===== config.mk =====
export PLATFORM = sky130hd
export DESIGN_NAME = handheld_console_timer
export DESIGN_NICKNAME = d
export VERILOG_FILES = /design/src/sv/htim_pkg.sv /design/src/sv/handheld_console_timer.sv /design/src/sv/htim_ctrl.sv /design/src/sv/htim_dp.sv
export SDC_FILE = /design/constraint.sdc
export NUM_CORES = 1
export LEC_CHECK = 0
export ABC_AREA = 1
export BUFFER_PORTS_ARGS = -buffer_cell sky130_fd_sc_hd__buf_2
export CAP_MARGIN = 20
export CORE_AREA = 5 5 87 89
export DETAILED_ROUTE_END_ITERATION = 6
export DIE_AREA = 0 0 92 94
export PLACE_DENSITY = 0.76
export SYNTH_ARGS = -nofsm -noshare
export SYNTH_HDL_FRONTEND = slang
export SYNTH_SLANG_ARGS = --single-unit

===== constraint.sdc =====
create_clock -name clk -period 5 [get_ports clk]
set_input_delay 0.75 -clock clk [delete_from_list [all_inputs] [get_ports clk]]
set_output_delay 0.75 -clock clk [all_outputs]
set_load 0.01 [all_outputs]

===== src/sv/htim_pkg.sv =====
// ----------------------------------------------------------------------------
// Handheld console timer package
// Shared item codes, control masks, the command structure passed from the
// timer's controller to its datapath, and the controller status structure.
// ----------------------------------------------------------------------------
`default_nettype none

package htim_pkg;

  // Item kinds carried on the input tuser.
  localparam logic [1:0] MODE_TICK  = 2'd0;
  localparam logic [1:0] MODE_RESET = 2'd1;
  localparam logic [1:0] MODE_CTRL  = 2'd2;
  localparam logic [1:0] MODE_SPARE = 2'd3;

  // Control register layout: enable bit and tap select.
  localparam logic [2:0] CTL_EN_MASK  = 3'h4;
  localparam logic [2:0] CTL_SEL_MASK = 3'h3;
  localparam logic [7:0] CTL_MASK     = 8'h07;

  // Tap select codes.
  localparam logic [1:0] TAP_BIT9 = 2'd0;
  localparam logic [1:0] TAP_BIT3 = 2'd1;
  localparam logic [1:0] TAP_BIT5 = 2'd2;
  localparam logic [1:0] TAP_BIT7 = 2'd3;

  // Commands from the controller to the datapath.
  typedef struct packed {
    logic start;     // a new word has been accepted; clears the interrupt flag
    logic do_tick;   // advance the divider by one clock
    logic do_reset;  // clear the divider
    logic do_ctrl;   // write the control bits
    logic load_out;  // capture the result word into the output register
  } htim_cmd_t;

  // Controller status, observed at the top level.
  typedef struct packed {
    logic tick_active;
    logic cnt_zero;
    logic load_out;
  } htim_stat_t;

  // Timer input signal: the selected divider bit gated by the enable bit.
  function automatic logic sample_tap(input logic [15:0] div, input logic [2:0] ctl);
    logic bit_v;
    logic [1:0] sel;
    sel = 2'(ctl & CTL_SEL_MASK);
    case (sel)
      TAP_BIT9: bit_v = div[9];
      TAP_BIT3: bit_v = div[3];
      TAP_BIT5: bit_v = div[5];
      TAP_BIT7: bit_v = div[7];
      default:  bit_v = 1'b0;
    endcase
    return ((ctl & CTL_EN_MASK) != 3'h0) && bit_v;
  endfunction

endpackage

`default_nettype wire


===== src/sv/handheld_console_timer.sv =====
// ----------------------------------------------------------------------------
// Handheld console timer
// Divider and counter timer with tap select, stepped by input words.
// ----------------------------------------------------------------------------
// Each input word is a tick word, a divider reset or a control write, chosen
// by in_tuser. Every word produces exactly one output word carrying the
// upper divider byte, the counter, the control bits and an interrupt flag.
// A tick word advances the divider one clock per cycle in the datapath, once per
// tick of tick_cycles (saturated to MAX_TICKS); a reset, control write, unused
// kind or zero-tick word goes straight to the done state. The result is
// captured there, and out_tvalid rises in the cycle after that capture.
// in_tready is high only while no word is in progress; the next word may be
// accepted while the previous result still waits in the output register.
// If the receiver stalls, the finished result waits inside the block until
// the output register is free, and no new word is taken meanwhile.
// The reload register is written with cfg_we and cfg_wdata by the user while idle
// (unenforced). Reset clears divider, counter, control bits, reload, all valids.
// ----------------------------------------------------------------------------
`default_nettype none

module handheld_console_timer #(
  parameter int MAX_TICKS = 64
) (
  input  wire logic        clk,
  input  wire logic        rst_n,
  input  wire logic        in_tvalid,
  output logic             in_tready,
  input  wire logic [15:0] in_tdata,  // [6:0] tick_cycles, [14:7] control_value
  input  wire logic [1:0]  in_tuser,  // [1:0] mode
  output logic             out_tvalid,
  input  wire logic        out_tready,
  output logic [23:0]      out_tdata, // [7:0] divider_high, [15:8] counter_value,
                                      // [18:16] control_now, [19] timer_irq
  input  wire logic        cfg_we,
  input  wire logic [7:0]  cfg_wdata
);
  import htim_pkg::*;

  htim_cmd_t  cmd;
  htim_stat_t stat;

  // Controller.
  htim_ctrl #(
    .MAX_TICKS (MAX_TICKS)
  ) u_ctrl (
    .clk        (clk),
    .rst_n      (rst_n),
    .in_tvalid  (in_tvalid),
    .in_tready  (in_tready),
    .in_mode    (in_tuser),
    .in_ticks   (in_tdata[6:0]),
    .out_tvalid (out_tvalid),
    .out_tready (out_tready),
    .cmd        (cmd),
    .stat       (stat)
  );

  // Datapath.
  htim_dp u_dp (
    .clk       (clk),
    .rst_n     (rst_n),
    .cmd       (cmd),
    .ctrl_byte (in_tdata[14:7]),
    .cfg_we    (cfg_we),
    .cfg_wdata (cfg_wdata),
    .out_word  (out_tdata)
  );

  // A tick sequence never runs with an exhausted count.
  a_tick_count : assert property (@(posedge clk) disable iff (!rst_n)
    stat.tick_active |-> !stat.cnt_zero)
    else $error("tick sequence running with zero count");

  // Once a word is taken, no further word is accepted in the next cycle.
  a_busy_after_accept : assert property (@(posedge clk) disable iff (!rst_n)
    (in_tvalid && in_tready) |=> !in_tready)
    else $error("input accepted while a word is in progress");

  // A captured result is presented on the output in the following cycle.
  a_load_shows : assert property (@(posedge clk) disable iff (!rst_n)
    stat.load_out |=> (out_tvalid && in_tready))
    else $error("captured result not presented");

endmodule

`default_nettype wire


===== src/sv/htim_ctrl.sv =====
// ----------------------------------------------------------------------------
// Handheld console timer controller
// Accepts input words, sequences the clock ticks of a tick word one per cycle
// and hands the finished result to the output register.
// ----------------------------------------------------------------------------
`default_nettype none

module htim_ctrl #(
  parameter int MAX_TICKS = 64
) (
  input  wire logic                 clk,
  input  wire logic                 rst_n,
  input  wire logic                 in_tvalid,
  output logic                      in_tready,
  input  wire logic [1:0]           in_mode,
  input  wire logic [6:0]           in_ticks,
  output logic                      out_tvalid,
  input  wire logic                 out_tready,
  output htim_pkg::htim_cmd_t       cmd,
  output htim_pkg::htim_stat_t      stat
);
  import htim_pkg::*;

  localparam logic [1:0] S_IDLE = 2'd0;
  localparam logic [1:0] S_TICK = 2'd1;
  localparam logic [1:0] S_DONE = 2'd2;

  localparam logic [7:0] MaxTicksW = 8'(MAX_TICKS);

  logic [1:0] state_r, state_nxt;
  logic [6:0] cnt_r, cnt_nxt;
  logic       out_valid_r, out_valid_nxt;
  logic       accept;
  logic [7:0] ticks_w;
  logic [7:0] eff_w;

  // Saturate the requested tick count.
  assign ticks_w = {1'b0, in_ticks};
  assign eff_w   = (ticks_w > MaxTicksW) ? MaxTicksW : ticks_w;

  assign in_tready  = (state_r == S_IDLE);
  assign accept     = in_tvalid && in_tready;
  assign out_tvalid = out_valid_r;

  // Sequencer.
  always_comb begin
    state_nxt     = state_r;
    cnt_nxt       = cnt_r;
    cmd           = '0;
    unique case (state_r)
      S_IDLE: begin
        if (accept) begin
          cmd.start = 1'b1;
          if ((in_mode == MODE_TICK) && (eff_w != 8'd0)) begin
            cnt_nxt   = eff_w[6:0];
            state_nxt = S_TICK;
          end else begin
            cmd.do_reset = (in_mode == MODE_RESET);
            cmd.do_ctrl  = (in_mode == MODE_CTRL);
            state_nxt    = S_DONE;
          end
        end
      end
      S_TICK: begin
        cmd.do_tick = 1'b1;
        cnt_nxt     = cnt_r - 7'd1;
        if (cnt_r == 7'd1) begin
          state_nxt = S_DONE;
        end
      end
      S_DONE: begin
        if (!out_valid_r || out_tready) begin
          cmd.load_out = 1'b1;
          state_nxt    = S_IDLE;
        end
      end
      default: begin
        state_nxt = S_IDLE;
      end
    endcase
  end

  // The output word stays valid until the receiver takes it.
  always_comb begin
    out_valid_nxt = out_valid_r;
    if (cmd.load_out) begin
      out_valid_nxt = 1'b1;
    end else if (out_tready) begin
      out_valid_nxt = 1'b0;
    end
  end

  always_ff @(posedge clk) begin
    if (!rst_n) begin
      state_r     <= S_IDLE;
      cnt_r       <= '0;
      out_valid_r <= 1'b0;
    end else begin
      state_r     <= state_nxt;
      cnt_r       <= cnt_nxt;
      out_valid_r <= out_valid_nxt;
    end
  end

  assign stat.tick_active = (state_r == S_TICK);
  assign stat.cnt_zero    = (cnt_r == 7'd0);
  assign stat.load_out    = cmd.load_out;

endmodule

`default_nettype wire


===== src/sv/htim_dp.sv =====
// ----------------------------------------------------------------------------
// Handheld console timer datapath
// Holds the divider, counter, control and reload registers, detects falling
// edges of the timer input and captures the result word.
// ----------------------------------------------------------------------------
`default_nettype none

module htim_dp (
  input  wire logic                 clk,
  input  wire logic                 rst_n,
  input  wire htim_pkg::htim_cmd_t  cmd,
  input  wire logic [7:0]           ctrl_byte,
  input  wire logic                 cfg_we,
  input  wire logic [7:0]           cfg_wdata,
  output logic [23:0]               out_word
);
  import htim_pkg::*;

  logic [15:0] div_r, div_nxt;
  logic [7:0]  counter_r, counter_nxt;
  logic [2:0]  ctl_r, ctl_nxt;
  logic [7:0]  reload_r;
  logic        irq_r, irq_nxt;
  logic [23:0] out_r;
  logic        before_s, after_s, fall;
  logic [7:0]  inc;
  logic        ovf;

  // New divider and control values for this cycle.
  always_comb begin
    ctl_nxt = cmd.do_ctrl ? 3'(ctrl_byte & CTL_MASK) : ctl_r;
    if (cmd.do_reset) begin
      div_nxt = '0;
    end else if (cmd.do_tick) begin
      div_nxt = div_r + 16'd1;
    end else begin
      div_nxt = div_r;
    end
  end

  // Falling edge of the timer input steps the counter; overflow reloads it.
  always_comb begin
    before_s    = sample_tap(div_r, ctl_r);
    after_s     = sample_tap(div_nxt, ctl_nxt);
    fall        = before_s && !after_s;
    inc         = counter_r + 8'd1;
    ovf         = fall && (inc == 8'd0);
    counter_nxt = counter_r;
    if (fall) begin
      counter_nxt = ovf ? reload_r : inc;
    end
    irq_nxt = (cmd.start ? 1'b0 : irq_r) | ovf;
  end

  always_ff @(posedge clk) begin
    if (!rst_n) begin
      div_r     <= '0;
      counter_r <= '0;
      ctl_r     <= '0;
      reload_r  <= '0;
      irq_r     <= 1'b0;
    end else begin
      div_r     <= div_nxt;
      counter_r <= counter_nxt;
      ctl_r     <= ctl_nxt;
      irq_r     <= irq_nxt;
      if (cfg_we) begin
        reload_r <= cfg_wdata;
      end
    end
  end

  // Result word register.
  always_ff @(posedge clk) begin
    if (cmd.load_out) begin
      out_r <= {4'd0, irq_r, ctl_r, counter_r, div_r[15:8]};
    end
  end

  assign out_word = out_r;

endmodule

`default_nettype wire

==> metrics.md <==
| Metric | Value |
|---|---|
| Most common cell after layout, fill and taps aside | nand2_1 |
| CP Data Required Time | 5270 ps |
| Rel. slew slack | between 40% and 50% |
| Crit path DAT | 2360 ps |
| Drt total wl | 6580 um |
| First-pass DRT Iterations | 4 |
| Post_cts resized | 0 |
| Slew @ Worst Pin | just over 800 ps |
| Leak pwr | 0.00165 uW |
| Vias in the first global route | 2568 |
| GRT Util Overall | between 10% and 20% |
| First-pass GRT wire length | 11300 um |
| Critical path's largest stage delay | between 400 and 500 ps |
| Status | completed |
| I/O Pins | 57 |
| Reg clk slew, reported paths | 80 ps |
| WS Path Type | flop to flop |
| Hold WS | 441 ps |
| Hold Crit Class | flop to flop |
| Total Nets Final | 499 |
| Crit path cell chain | ha_1 -> nand3_1 -> inv_1 -> nand2_1 -> nand2_2 -> nand2_1 -> nor2_1 -> nand3_2 -> nor2_1 -> nor2_1 -> nand3_1 -> nand2_1 -> nor2_1 |
| Synth Cell Area | 3240 um2 |
| Postcts setup bufs | 0 |
| Die area | between 8000 and 9000 um2 |
| Number of cells produced by synthesis | around 410 |
| Period utilisation layout | 41.7% |
| Max-slew violations | 0 |
| Slowest CP cell | dfxtp_1 |
| Via count | 2791 |
| Area leader, netlist | dfxtp_1 |
| Primary FF master, synth | dfxtp_1 |
| Final Wtd Congestion | 0.938 |
| Clock skew | 13.8 ps |
| CTS Hold Bufs | 0 |
| Initial antenna violation count | 0 |
| Iteration-0 DRC Markers | 232 |
| # Max-Cap Violations | 0 |
| CTS root buf | clkbuf_8 |
| Share of layout cells above drive strength 1 | 18.2% |
| Most frequent cells in the layout | 68 x nand2_1, 64 x nor2_1, 54 x inv_1, 46 x buf_2, 46 x dfxtp_1 |
| Clk Latency, worst-skew pair | 340 ps |
| Synth cell types | 38 |
| Die width | 92 um |
| Setup violations, final | 0 |
| DP HPWL | about 4800 um |
| Wirelength per Cell | ~12 um |
| Type of origin of the critical path | flop |
| Most frequent CP cell | nor2_1 |
| Post-synth EDFFs | 20 |
| Avg Inst Size Synth | between 7 and 8 um2 |
| Crit end category | flop |
| Post-route ant nets | 0 |
| Final min period | 2080 ps |
| Initial core utilization | between 40% and 50% |
| Post-synthesis async set-or-reset flop share | 0% |
| Hold Vio Cnt, Final | 0 |
| Sequential area share after synthesis | 47.0% |
| VDD IR max | 141 uV |
| #FFs+latches synth | 66 |
| Number of synthesis warnings | 0 |
| Htree depth | 3 |
| Final setup TNS | 0 ps |
| RSZ-0062 raised after global routing | false |
| Largest cells by area after synthesis | dfxtp_1 28%, edfxtp_1 19%, nand2_1 7.9%, nor2_1 7.4%, inv_1 6.3% |
| DR DRC count | 0 |
| CTS tree | done |
| Area added between synthesis and finish | 16.6% |
| Row count | 30 |
| Crit path buffers/inverters | 1 |
| Core Region | approximately 6700 um2 |
| # clock sinks | 66 |
| Post-synth top area share | 28.5% |
| Die span in y | 94 um |
| Pwr dens | ~350 nW/um2 |
| Fmax | 0.480 GHz |
| Overflow after GRT | 0 |
| Largest net degree at the start of global routing | 24 |
| Buffers on Ports | 46 |
| Cell family with most CP delay | simple AND/OR/NAND/NOR gates |
| Via density | 5.09 |
| Antenna cells | 0 |
| Maximum root-to-sink buffer count | 2 |
| CP Max Fanout | 8 |
| TritonCTS Buffers | 9 |
==> synth_stat cells (2+ instances only) <==
library cell,instances
buf_4,5
nor3_1,6
nand4_1,9
nor2_2,6
inv_1,54
edfxtp_1,20
a211oi_1,2
nand3_2,4
nand3_1,35
o21ai_0,22
nor3b_1,3
nand2_1,68
nor2_1,64
nor4_1,2
nand2_4,2
xor2_1,5
a31oi_1,3
nand2_2,3
a21oi_1,31
ha_1,5
dfxtp_1,46
clkbuf_1,3
==> layout make-up <==
type                       count  area (um2)
inverter                      56         213
fill                         618        2910
tap                           80         100
clock inverter                 6         138
sequential                    66        1520
timing repair buffer          47         238
clock buffer                  10         138
multi-input combinational    283        1430
==> sequential cells by signal, summed over array words and instances (netlist names) <==
register	flops
u_ctrl.cnt_r	7
u_ctrl.out_tvalid	1
u_dp.counter_r	8
u_dp.reload_r	8
u_ctrl.state_r	2
u_dp.div_r	16
u_dp.ctl_r	3
u_dp.irq_r	1
u_dp.out_word	20
==> per-stage QoR <==
step                      power (uW)  util (%)  instances  cell area [um2]  setup slack (ps)
after floorplan                  702         -        417             3250              2940
after global placement           741      52.4        532             3500              2770
after detailed placement         745      52.4        532             3500              2760
after CTS                       1340      56.5        548             3770              2930
after global routing            1390      56.5        548             3770              2630
final                           1330      56.5        548             3770              2920
==> per-layer routing <==
layer	part of all wire (%)	GRT usage, %
met1	45	20.4
met2	46	26.3
met3	6.2	4.01
met4	2.4	7.55
met5	0	0
==> report_power, final <==
part           switching, uW  internal [uW]
combinational           91.7           48.4
clock                    204            397
sequential              12.8            581
total                    309           1030
==> logic make-up (layout without fill, tap and decap cells) <==
family,count (synthesis),in the layout,share of synthesized area (%)
AOI/OAI and AO/OA,63,63,10.6
xor gates and xnor gates,5,5,1.35
adders and majority gates,5,5,1.93
buffers and inverters,68,119,9.24
DFF,66,66,47.0
other,1,4,0.116
and+or+nand+nor,206,206,29.7
==> path summary, 6_finish.rpt <==
path | from | end | slack, ps | cells after the start
setup / recovery | u_dp.counter_r[0] | u_dp.counter_r[4] | 2920 | 13
hold / removal | u_dp.ctl_r[2] | u_dp.out_word[18] | 440 | 0
setup reg to reg | u_dp.counter_r[0] | u_dp.counter_r[4] | 2920 | 13
hold reg to reg | u_dp.ctl_r[2] | u_dp.out_word[18] | 440 | 0
==> worst register-to-register path, stage by stage (launching register included) <==
cell     delay (ps)
dfxtp_1         460
ha_1            240
nand3_1         140
inv_1            80
nand2_1          60
nand2_2          70
nand2_1          50
nor2_1          260
nand3_2         220
nor2_1          160
nor2_1           50
nand3_1          70
nand2_1          60
nor2_1          100
Power figures use the tool's default switching activity.
